--- config.mk ---
export PLATFORM = sky130hd
export DESIGN_NAME = dedup_fifo_job_queue_core
export DESIGN_NICKNAME = d
export VERILOG_FILES = /design/src/hdl/djq_pkg.sv /design/src/hdl/djq_dpath.sv /design/src/hdl/djq_ctrl.sv /design/src/hdl/dedup_fifo_job_queue_core.sv
export SDC_FILE = /design/constraint.sdc
export NUM_CORES = 2
export LEC_CHECK = 0
export ABC_CLOCK_PERIOD_IN_PS = 6900
export BUFFER_PORTS_ARGS = -buffer_cell sky130_fd_sc_hd__buf_4
export CAP_MARGIN = 10
export CORE_MARGIN = 2
export CORE_UTILIZATION = 55
export DETAILED_ROUTE_END_ITERATION = 10
export PLACE_DENSITY_LB_ADDON = 0.3
export SYNTH_ARGS = -nofsm -noshare
export SYNTH_HDL_FRONTEND = slang
export SYNTH_SLANG_ARGS = --single-unit
--- constraint.sdc ---
create_clock -name clk_i -period 6.9 [get_ports clk_i]
set_clock_uncertainty 0.1 [all_clocks]
set_input_delay 0.69 -clock clk_i [delete_from_list [all_inputs] [get_ports clk_i]]
set_output_delay 0.69 -clock clk_i [all_outputs]
set_load 0.05 [all_outputs]
--- src/hdl/djq_pkg.sv ---
// ----------------------------------------------------------------------------
// djq_pkg
// Shared types and codes for the duplicate-checking job queue: operation
// kinds, status codes and the command/status bundles between the
// controller and the datapath.
// ----------------------------------------------------------------------------
package djq_pkg;

  localparam int unsigned ID_W     = 64;
  localparam int unsigned KIND_W   = 2;
  localparam int unsigned STATUS_W = 3;
  localparam int unsigned OCC_W    = 5;

  typedef logic [KIND_W-1:0]   kind_t;
  typedef logic [STATUS_W-1:0] status_t;
  typedef logic [ID_W-1:0]     ident_t;
  typedef logic [OCC_W-1:0]    occ_t;

  // operation kinds
  localparam kind_t KIND_PUSH = 2'd0;
  localparam kind_t KIND_POP  = 2'd1;
  localparam kind_t KIND_PEEK = 2'd2;

  // result status codes
  localparam status_t ST_OK            = 3'd0;
  localparam status_t ST_INVALID_ARG   = 3'd1;
  localparam status_t ST_INVALID_STATE = 3'd2;
  localparam status_t ST_DUPLICATE     = 3'd3;
  localparam status_t ST_FULL          = 3'd4;
  localparam status_t ST_EMPTY         = 3'd5;

  // controller -> datapath
  typedef struct packed {
    logic    load;        // capture the input beat
    logic    scan_start;  // arm the duplicate scan at the head
    logic    scan_step;   // advance the scan by one entry
    logic    head_rd;     // read the head entry
    logic    finish;      // write the result register, commit state
    status_t status;      // status of the result
    logic    do_push;     // write ident at the tail
    logic    do_pop;      // drop the head entry
    logic    give_head;   // result carries the head id
  } djq_cmd_t;

  // datapath -> controller
  typedef struct packed {
    kind_t kind;
    logic  id_zero;
    logic  state_bad;
    logic  empty;
    logic  full;
    logic  scan_done;
    logic  scan_hit;
    logic  out_free;
  } djq_stat_t;

endpackage

--- src/hdl/djq_dpath.sv ---
// ----------------------------------------------------------------------------
// djq_dpath
// Datapath of the job queue: input capture, id ring memory, head/tail
// pointers, entry count, duplicate scan pipeline and result register.
// ----------------------------------------------------------------------------
module djq_dpath #(
  parameter int unsigned CAPACITY = 16
) (
  input  logic               clk_i,
  input  logic               rst_ni,
  input  djq_pkg::djq_cmd_t  cmd_i,
  output djq_pkg::djq_stat_t stat_o,
  input  djq_pkg::kind_t     kind_i,
  input  djq_pkg::ident_t    job_ident_i,
  input  logic               state_is_queued_i,
  input  djq_pkg::ident_t    assigned_worker_i,
  output logic               out_valid_o,
  input  logic               out_ready_i,
  output djq_pkg::status_t   status_o,
  output djq_pkg::ident_t    head_ident_o,
  output djq_pkg::occ_t      occupancy_o
);
  import djq_pkg::*;

  localparam int unsigned IdxW = (CAPACITY > 1) ? $clog2(CAPACITY) : 1;
  localparam int unsigned CntW = $clog2(CAPACITY + 1);
  localparam logic [IdxW-1:0] LastIdx = IdxW'(CAPACITY - 1);
  localparam logic [CntW-1:0] CapCnt  = CntW'(CAPACITY);

  // ring pointer increment with wrap at the capacity
  function automatic logic [IdxW-1:0] wrap_inc(input logic [IdxW-1:0] p);
    logic [IdxW-1:0] r;
    if (p == LastIdx) r = '0;
    else              r = p + 1'b1;
    return r;
  endfunction

  // captured beat
  kind_t  kind_q;
  ident_t ident_q;
  logic   id_zero_q, state_bad_q;

  // ring state
  ident_t          ring_mem [CAPACITY];
  ident_t          rdata_q;
  logic [IdxW-1:0] head_q, tail_q;
  logic [CntW-1:0] count_q, count_d;

  // scan pipeline
  logic [IdxW-1:0] scan_ptr_q;
  logic [CntW-1:0] scan_left_q;
  logic            cmp_vld_q, hit_q;

  // result register
  logic    out_valid_q;
  status_t status_q;
  ident_t  head_id_q;
  occ_t    occ_q;

  logic            rd_en;
  logic [IdxW-1:0] rd_addr;
  logic            scan_rd;

  // input capture
  always_ff @(posedge clk_i) begin
    if (cmd_i.load) begin
      kind_q      <= kind_i;
      ident_q     <= job_ident_i;
      id_zero_q   <= (job_ident_i == '0);
      state_bad_q <= !state_is_queued_i || (assigned_worker_i != '0);
    end
  end

  // memory port: one read, one write
  assign scan_rd = cmd_i.scan_step && (scan_left_q != '0);
  assign rd_en   = cmd_i.head_rd || scan_rd;
  assign rd_addr = cmd_i.head_rd ? head_q : scan_ptr_q;

  always_ff @(posedge clk_i) begin
    if (rd_en) begin
      rdata_q <= ring_mem[rd_addr];
    end
    if (cmd_i.finish && cmd_i.do_push) begin
      ring_mem[tail_q] <= ident_q;
    end
  end

  // count after the committed operation
  always_comb begin
    count_d = count_q;
    if (cmd_i.finish && cmd_i.do_push) count_d = count_q + 1'b1;
    if (cmd_i.finish && cmd_i.do_pop)  count_d = count_q - 1'b1;
  end

  // pointers and count
  always_ff @(posedge clk_i or negedge rst_ni) begin
    if (!rst_ni) begin
      head_q  <= '0;
      tail_q  <= '0;
      count_q <= '0;
    end else begin
      count_q <= count_d;
      if (cmd_i.finish && cmd_i.do_push) tail_q <= wrap_inc(tail_q);
      if (cmd_i.finish && cmd_i.do_pop)  head_q <= wrap_inc(head_q);
    end
  end

  // duplicate scan: read one entry a cycle, compare the entry read last cycle
  always_ff @(posedge clk_i or negedge rst_ni) begin
    if (!rst_ni) begin
      scan_ptr_q  <= '0;
      scan_left_q <= '0;
      cmp_vld_q   <= 1'b0;
      hit_q       <= 1'b0;
    end else if (cmd_i.scan_start) begin
      scan_ptr_q  <= head_q;
      scan_left_q <= count_q;
      cmp_vld_q   <= 1'b0;
      hit_q       <= 1'b0;
    end else if (cmd_i.scan_step) begin
      cmp_vld_q <= scan_rd;
      if (scan_rd) begin
        scan_ptr_q  <= wrap_inc(scan_ptr_q);
        scan_left_q <= scan_left_q - 1'b1;
      end
      if (cmp_vld_q && (rdata_q == ident_q)) hit_q <= 1'b1;
    end
  end

  // result register
  always_ff @(posedge clk_i or negedge rst_ni) begin
    if (!rst_ni) begin
      out_valid_q <= 1'b0;
    end else if (cmd_i.finish) begin
      out_valid_q <= 1'b1;
    end else if (out_ready_i) begin
      out_valid_q <= 1'b0;
    end
  end

  always_ff @(posedge clk_i) begin
    if (cmd_i.finish) begin
      status_q  <= cmd_i.status;
      head_id_q <= cmd_i.give_head ? rdata_q : '0;
      occ_q     <= OCC_W'(count_d);
    end
  end

  // status toward the controller
  assign stat_o.kind      = kind_q;
  assign stat_o.id_zero   = id_zero_q;
  assign stat_o.state_bad = state_bad_q;
  assign stat_o.empty     = (count_q == '0);
  assign stat_o.full      = (count_q >= CapCnt);
  assign stat_o.scan_done = (scan_left_q == '0) && !cmp_vld_q;
  assign stat_o.scan_hit  = hit_q;
  assign stat_o.out_free  = !out_valid_q || out_ready_i;

  assign out_valid_o  = out_valid_q;
  assign status_o     = status_q;
  assign head_ident_o = head_id_q;
  assign occupancy_o  = occ_q;

endmodule

--- src/hdl/djq_ctrl.sv ---
// ----------------------------------------------------------------------------
// djq_ctrl
// Controller of the job queue: sequences capture, checks, the duplicate
// scan, the head read and the commit of one operation at a time.
// ----------------------------------------------------------------------------
module djq_ctrl (
  input  logic               clk_i,
  input  logic               rst_ni,
  input  logic               in_valid_i,
  output logic               in_ready_o,
  input  djq_pkg::djq_stat_t stat_i,
  output djq_pkg::djq_cmd_t  cmd_o
);
  import djq_pkg::*;

  localparam logic [2:0] S_IDLE   = 3'd0;
  localparam logic [2:0] S_CHECK  = 3'd1;
  localparam logic [2:0] S_SCAN   = 3'd2;
  localparam logic [2:0] S_FINISH = 3'd3;

  logic [2:0] state_q, state_d;
  status_t    st_q, st_d;
  logic       ok;

  assign in_ready_o = (state_q == S_IDLE);
  assign ok         = (st_q == ST_OK);

  // next state and commands
  always_comb begin
    state_d         = state_q;
    st_d            = st_q;
    cmd_o           = '0;
    cmd_o.status    = st_q;
    cmd_o.do_push   = ok && (stat_i.kind == KIND_PUSH);
    cmd_o.do_pop    = ok && (stat_i.kind == KIND_POP);
    cmd_o.give_head = ok && ((stat_i.kind == KIND_POP) || (stat_i.kind == KIND_PEEK));
    unique case (state_q)
      S_IDLE: begin
        if (in_valid_i) begin
          cmd_o.load = 1'b1;
          state_d    = S_CHECK;
        end
      end
      S_CHECK: begin
        state_d = S_FINISH;
        priority if (stat_i.kind == KIND_PUSH) begin
          priority if (stat_i.id_zero) begin
            st_d = ST_INVALID_ARG;
          end else if (stat_i.state_bad) begin
            st_d = ST_INVALID_STATE;
          end else begin
            cmd_o.scan_start = 1'b1;
            state_d          = S_SCAN;
          end
        end else if ((stat_i.kind == KIND_POP) || (stat_i.kind == KIND_PEEK)) begin
          if (stat_i.empty) begin
            st_d = ST_EMPTY;
          end else begin
            cmd_o.head_rd = 1'b1;
            st_d          = ST_OK;
          end
        end else begin
          st_d = ST_INVALID_ARG;
        end
      end
      S_SCAN: begin
        cmd_o.scan_step = 1'b1;
        priority if (stat_i.scan_hit) begin
          st_d    = ST_DUPLICATE;
          state_d = S_FINISH;
        end else if (stat_i.scan_done) begin
          st_d    = stat_i.full ? ST_FULL : ST_OK;
          state_d = S_FINISH;
        end else begin
          state_d = S_SCAN;
        end
      end
      S_FINISH: begin
        if (stat_i.out_free) begin
          cmd_o.finish = 1'b1;
          state_d      = S_IDLE;
        end
      end
      default: begin
        state_d = S_IDLE;
      end
    endcase
  end

  always_ff @(posedge clk_i or negedge rst_ni) begin
    if (!rst_ni) begin
      state_q <= S_IDLE;
      st_q    <= ST_OK;
    end else begin
      state_q <= state_d;
      st_q    <= st_d;
    end
  end

endmodule

--- src/hdl/dedup_fifo_job_queue_core.sv ---
// ----------------------------------------------------------------------------
// dedup_fifo_job_queue_core
// Ring FIFO of 64-bit job ids that refuses duplicates; push, pop and peek.
// ----------------------------------------------------------------------------
// Usage:
//   Input channel (in_valid_i/in_ready_o) carries one operation per beat:
//   kind_i selects push, pop or peek; job_ident_i, state_is_queued_i and
//   assigned_worker_i matter only for push. Output channel
//   (out_valid_o/out_ready_i) returns one result beat per operation with
//   status_o, head_ident_o and occupancy_o (entries held afterwards).
//   Operations are handled one at a time. Pop, peek and a rejected push
//   skip the duplicate scan; a push that reaches it takes longer as the
//   ring fills, less when a duplicate turns up early, since the scan
//   reads the single ring memory read port one entry per cycle.
//   The next beat is taken the cycle after the result is registered, so a
//   result may still wait in the output register while new work starts.
//   If the receiver stalls, the finished operation holds until the output
//   register frees up, and the input stays blocked meanwhile.
//   Reset empties the queue at once; ring contents are not cleared.
// ----------------------------------------------------------------------------
module dedup_fifo_job_queue_core #(
  parameter int unsigned CAPACITY = 16
) (
  input  logic               clk_i,
  input  logic               rst_ni,
  input  logic               in_valid_i,
  output logic               in_ready_o,
  input  djq_pkg::kind_t     kind_i,
  input  djq_pkg::ident_t    job_ident_i,
  input  logic               state_is_queued_i,
  input  djq_pkg::ident_t    assigned_worker_i,
  output logic               out_valid_o,
  input  logic               out_ready_i,
  output djq_pkg::status_t   status_o,
  output djq_pkg::ident_t    head_ident_o,
  output djq_pkg::occ_t      occupancy_o
);
  import djq_pkg::*;

  djq_cmd_t  cmd;
  djq_stat_t stat;

  // sequencing
  djq_ctrl u_ctrl (
    .clk_i      (clk_i),
    .rst_ni     (rst_ni),
    .in_valid_i (in_valid_i),
    .in_ready_o (in_ready_o),
    .stat_i     (stat),
    .cmd_o      (cmd)
  );

  // storage, scan and result register
  djq_dpath #(
    .CAPACITY (CAPACITY)
  ) u_dpath (
    .clk_i             (clk_i),
    .rst_ni            (rst_ni),
    .cmd_i             (cmd),
    .stat_o            (stat),
    .kind_i            (kind_i),
    .job_ident_i       (job_ident_i),
    .state_is_queued_i (state_is_queued_i),
    .assigned_worker_i (assigned_worker_i),
    .out_valid_o       (out_valid_o),
    .out_ready_i       (out_ready_i),
    .status_o          (status_o),
    .head_ident_o      (head_ident_o),
    .occupancy_o       (occupancy_o)
  );

endmodule

After elaboration in Yosys (flattened, before gate mapping)

Memory sizes are Yosys's and may differ from the RTL's. A register that Yosys moved wholly into a read port is not among the register bits.
Index checks and enable logic that the tools add are counted.

Flip-flop bits (word level): 171
RAM bits: 1024
Input port bits: 135
Output and inout bits: 74
Logic and storage cells: 121
Memories kept: 1

Add/sub/neg operators: 6
Magnitude comparators: 1
Equal/unequal tests: 13
Mux-type cells: 51
Reduce and logical (&&, ||, !) cells: 32

Memories:

| name             | depth | bits a word | read ports | clocked after memory_dff | write ports | line            | RTL |
|---|---|---|---|---|---|---|---|
| u_dpath.ring_mem | 16    | 64          | 1          | 1                        | 1           | djq_dpath.sv:44 | `ident_t ring_mem [CAPACITY];` |

Operator list:

| operator                                                                 | number |
|---|---|
| 64-bit == test                                                           | 1 |
| 64-bit zero test                                                         | 1 |
| 64-bit nonzero test                                                      | 1 |
| 3-bit two-way mux                                                        | 13 |
| 4-bit two-way mux                                                        | 7 |
| 5-bit two-way mux                                                        | 5 |
| 1-bit two-way mux                                                        | 24 |
| 4-bit by 1-bit adder with 4-bit output (second input constant)           | 3 |
| 4-bit == test (second input constant)                                    | 3 |
| 3-bit case mux with 4 select lines                                       | 1 |
| 5-bit zero test                                                          | 2 |
| 2-bit nonzero test                                                       | 5 |
| 5-bit by 1-bit subtractor with 5-bit output (second input constant)      | 2 |
| 1-bit logical AND                                                        | 8 |
| 3-bit by 2-bit == test with 1-bit output (second input constant)         | 2 |
| 3-bit zero test                                                          | 2 |
| 3-bit case mux with 2 select lines                                       | 1 |
| 2-bit AND reduction                                                      | 3 |
| 5-bit by 1-bit adder with 5-bit output (second input constant)           | 1 |
| 5-bit >= comparator (second input constant)                              | 1 |
| 5-bit nonzero test                                                       | 1 |
| 1-bit logical OR                                                         | 4 |
| 2-bit inequality test (second input constant)                            | 2 |
| 4-bit by 2-bit inequality test with 1-bit output (second input constant) | 1 |
| 7 further kinds                                                          | 9 |

Logic depth before layout (Yosys ltp)

Word-level depth: 7
Mapped depth: 11
Mapped depth without buffers: 8

By module

From an unflattened synthesis, not the netlist that was laid out.

Cells, all modules: 2196
Area total of the unflattened synthesis: 47795.8 µm²

By module, submodules not included:

| module    | instances | cells an instance | area an instance (µm²) | seq. area each (µm²) |
|---|---|---|---|---|
| djq_dpath | 1         | 2147              | 47304.1                | 37501.0 |
| djq_ctrl  | 1         | 49                | 491.7                  | 125.1 |

Worst setup path before layout

OpenSTA, ideal clock, no wires.

Path kind: input to register
Start point: in out_ready_i
End point: mem u_dpath.ring_mem[15][0] (netlist name) (enable)
Arrival time: 5.839 ns
Required time: 6.314 ns
Setup slack: 0.474 ns
Stages: 4
Path through: nand2b_1 -> and2_1 -> nand3_1 -> nor2_1

RTL lines:

| what        | line                            | RTL |
|---|---|---|
| from (decl) | dedup_fifo_job_queue_core.sv:33 | `input logic out_ready_i,` |
| to (decl)   | djq_dpath.sv:44                 |  |

Final worst setup path

Start point: reg u_dpath.kind_q[0]
End point: reg u_dpath.rdata_q[55] (read register of u_dpath.ring_mem) (data pin)

Cells in the longest elaborated chain, start to end: 6
Elaborated cells between the ends (all ways): 9

Ends and longest elaborated chain:

| what                                                                             | line                             | RTL |
|---|---|---|
| from (decl)                                                                      | djq_dpath.sv:39                  | `kind_t kind_q;` |
| from (signal assigned)                                                           | djq_dpath.sv:67                  | `kind_q <= kind_i;` |
| 2-bit by 1-bit == test with 1-bit output / 2-bit == test (equally long branches) | djq_ctrl.sv:55                   | `end else if ((stat_i.kind == KIND_POP) \|\| (stat_i.kind == KIND_PEEK)) begin` |
| 1-bit logical OR                                                                 | djq_ctrl.sv:55                   |  |
| 1-bit two-way mux                                                                | djq_ctrl.sv:55                   |  |
| 1-bit two-way mux *                                                              | djq_ctrl.sv:46                   | `priority if (stat_i.kind == KIND_PUSH) begin` |
| 1-bit two-way mux *                                                              | djq_ctrl.sv:37                   | `unique case (state_q)` |
| 4-bit two-way mux / 1-bit logical OR (equally long branches)                     | djq_dpath.sv:77, djq_dpath.sv:76 |  |
| to (decl)                                                                        | djq_dpath.sv:45                  | `ident_t rdata_q;` |

Every way passes the cells marked *; elsewhere a longest branch is shown, timed or not.
A chain may end at the register's enable or synchronous reset.

==> out/results.ini <==
[status]
status=completed

[die]
std_cell_rows=117
die-area_um2=105200
die_y_um=324.4
start_util=0.5548
die_width_um=324.4
coreArea_um2=101700
ioPinCount=209

[cts]
cts_tree=yes
cts_resized=0
clockBufferDepth=3
cts-root-buf=clkbuf_16
clk_pin_slew_ns=0.06
clock_latency_ns=0.75
clock_sinks=1258
htreeDepth=4
numCtsBuffers=134

[yosys]
syn_nets=4587
async_flop_share=0.02385
seq_area_frac_synth=0.6666
synth_top_area_share=0.6533
synthMostInstantiatedCell=edfxtp_1
synth_largest_area_cell=edfxtp_1
syn_avg_cell_area_um2=12.73
synth-main-ff-cell=edfxtp_1
synth_area_um2=56450
synth_common_cells=1228 x edfxtp_1, 453 x a21oi_1, 426 x nand2_1, 282 x mux2i_1, 256 x nand3_1
ys_ff_latch=1258
synth_warnings=0
yosys-top-cells-area=edfxtp_1 65%, mux2i_1 5.0%, a21oi_1 4.0%, nand2_1 2.8%, nand3_1 2.3%
synth_cell_types=64
synth-edff-count=1228
syn-instance-count=4434

[critical_path]
endpoint_kind=register
cpMaxStageDelayCell=buf_4
crit_required_ns=7.36
crit_type=register to register
reg2reg_from=u_dpath.kind_q[0]$_DFFE_PP_
crit_buf_inv=2
crit_chain=inv_1, ha_2, and3b_1, nand2_8, mux2i_4, buf_4, a2111oi_0, a311o_1, o311ai_1
path_delay_family=buffers and inverters
r2r_end=u_dpath.rdata_q[55]$_DFFE_PP_
cpPeakStageDelay_ns=0.81
r2r_slack_ns=2.64
rr_worst_depth=9
critPathLaunchType=register
arrival_ns=4.72
cp_max_fo=84

[pwr]
vdd_drop_max_uv=430.4
power_density_nw_per_um2=441.4
leakage_nw=22.31

[global_routing]
grt_pass1_vias=38867
grt_usage=0.3285
antenna_found_initial=9
grt_pass1_wl_um=255500
grt_max_degree=164
overflow=0

[final_layout]
drive_above_1_share=0.1305
finalNetCount=4657
area_growth_pct=12.15
fillCellCount=7474

[worst_hold_path]
hold_path_startpoint=job_ident_i[39]
hold_end=u_dpath.ident_q[39]$_DFFE_PP_
whs_path_depth=1
hp-class=primary input to register

[sta]
setup_viol=0
hold_violations=0
finalWorstSetupSlack_ns=2.640
period_share=0.6174
period_needed_ns=4.260
worst_slew_pin_slew_ns=1.391
slew_headroom=0.06410
slew_viol_final=0
rsz0062_at_grt=false
tns_ns=0
fmax_mhz=234.7

[place]
place_ws_ns=2.722
place_congestion=0.8596
hpwlAfterDp_um=94500
io_buffers=208

[route]
first_pass_iters=6
postRouteAntennaNets=0
drc=0
avgViaCountPerCell=6.862
wirelength_um=177900
vias=40972
avgRoutedWirePerCell_um=29.80
first_iter_violations=6897

[job]
cap_violations=0

==> how the worst max path moves through the flow <==
| stage | start | end | slack (ns) | cells past startpoint |
|---|---|---|---|---|
| after detailed placement | out_ready_i | u_dpath.ring_mem[3][35]$_DFFE_PP_ | 2.72 | 7 |
| after CTS | u_dpath.kind_q[0]$_DFFE_PP_ | u_dpath.rdata_q[22]$_DFFE_PP_ | 2.76 | 9 |
| after global routing | u_dpath.kind_q[0]$_DFFE_PP_ | u_dpath.rdata_q[22]$_DFFE_PP_ | 2.49 | 9 |
| after global placement | out_ready_i | u_dpath.ring_mem[3][35]$_DFFE_PP_ | 2.81 | 7 |
| final | u_dpath.kind_q[0]$_DFFE_PP_ | u_dpath.rdata_q[55]$_DFFE_PP_ | 2.64 | 9 |
| after floorplan | out_ready_i | u_dpath.ring_mem[15][0]$_DFFE_PP_ | 0.47 | 4 |
==> sequential cells by signal (all words and copies together), names as in the netlist, 4 cells and up <==
signal / count
u_dpath.count_q: 5
u_dpath.head_ident_o: 64
u_dpath.head_q: 4
u_dpath.ident_q: 64
u_dpath.occupancy_o: 5
u_dpath.rdata_q: 64
u_dpath.ring_mem: 1024
u_dpath.scan_left_q: 5
u_dpath.scan_ptr_q: 4
u_dpath.tail_q: 4
==> area by class of cell <==
type | count | area, µm² | share of cell area
Antenna cell | 4 | 10.01 | 0.0001581
Clock buffer | 169 | 3548 | 0.05605
Clock inverter | 62 | 583.1 | 0.009210
Inverter | 109 | 419.2 | 0.006621
Multi-Input combinational cell | 2718 | 17130 | 0.2705
Sequential cell | 1258 | 37640 | 0.5946
Tap cell | 1368 | 1712 | 0.02704
Timing Repair Buffer | 283 | 2267 | 0.03581
==> cell families (layout without fill, tap and decap cells) <==
family                     Yosys count  count (layout)  synth area share
AOI/OAI and AO/OA                 1035            1035            0.1161
xor gates and xnor gates            61              61          0.009465
adders and majority gates           18              18          0.003990
buffers and inverters              458             623           0.03382
DFF                               1258            1258            0.6666
muxes                              336             336           0.06078
other                                0               4                 0
and+or+nand+nor                   1268            1268            0.1093
==> metrics by stage <==
step | util | total power [mW] | area (µm²) | hold WS [ns] | cells
3_5_place_dp | 0.5813 | 20.73 | 59150 | 0.3885 | 5734
5_1_grt | 0.6221 | 28.80 | 63300 | 0.01679 | 5967
4_1_cts | 0.6221 | 27.59 | 63300 | 0.0005202 | 5967
3_3_place_gp | 0.5813 | 20.49 | 59150 | 0.3828 | 5734
2_1_floorplan | - | 17.13 | 56450 | 0.2944 | 4434
6_report | 0.6222 | 27.94 | 63310 | 0.02642 | 5971
==> routing by layer <==
metal,track usage,routed length [µm]
met5,0,23
met4,0.1392,7732
met3,0.1037,27310
met2,0.4837,77250
met1,0.4519,65610
==> cell usage in the layout (no fill, tap or decap), types with 47 or more instances in the layout <==
cell type | netlist | routed
edfxtp_1 | 1228 | 1228
a21oi_1 | 453 | 452
nand2_1 | 426 | 424
mux2i_1 | 282 | 279
buf_4 | 11 | 270
nand3_1 | 256 | 256
nor2_1 | 145 | 142
clkbuf_16 | 0 | 137
o21ai_0 | 118 | 118
inv_1 | 108 | 107
nor3_1 | 93 | 92
and3_1 | 97 | 90
a211oi_1 | 82 | 82
nor4_1 | 67 | 66
mux2_2 | 53 | 53
a211o_1 | 53 | 53
o22ai_1 | 47 | 47
==> where the power goes <==
group | switching (mW) | total (mW) | leakage [nW] | internal (mW)
clock | 2.92 | 6.93 | 2.00 | 4.00
sequential | 0.955 | 10.4 | 11.5 | 9.47
combinational | 7.21 | 10.6 | 8.82 | 3.38
total | 11.1 | 27.9 | 22.3 | 16.9
==> what timing repair did <==
action	4_1_cts	5_1_grt
hold endpoints to repair	31	0
buffers inserted	0	0
hold buffers	2	0
(Power assumes the default switching activity.)
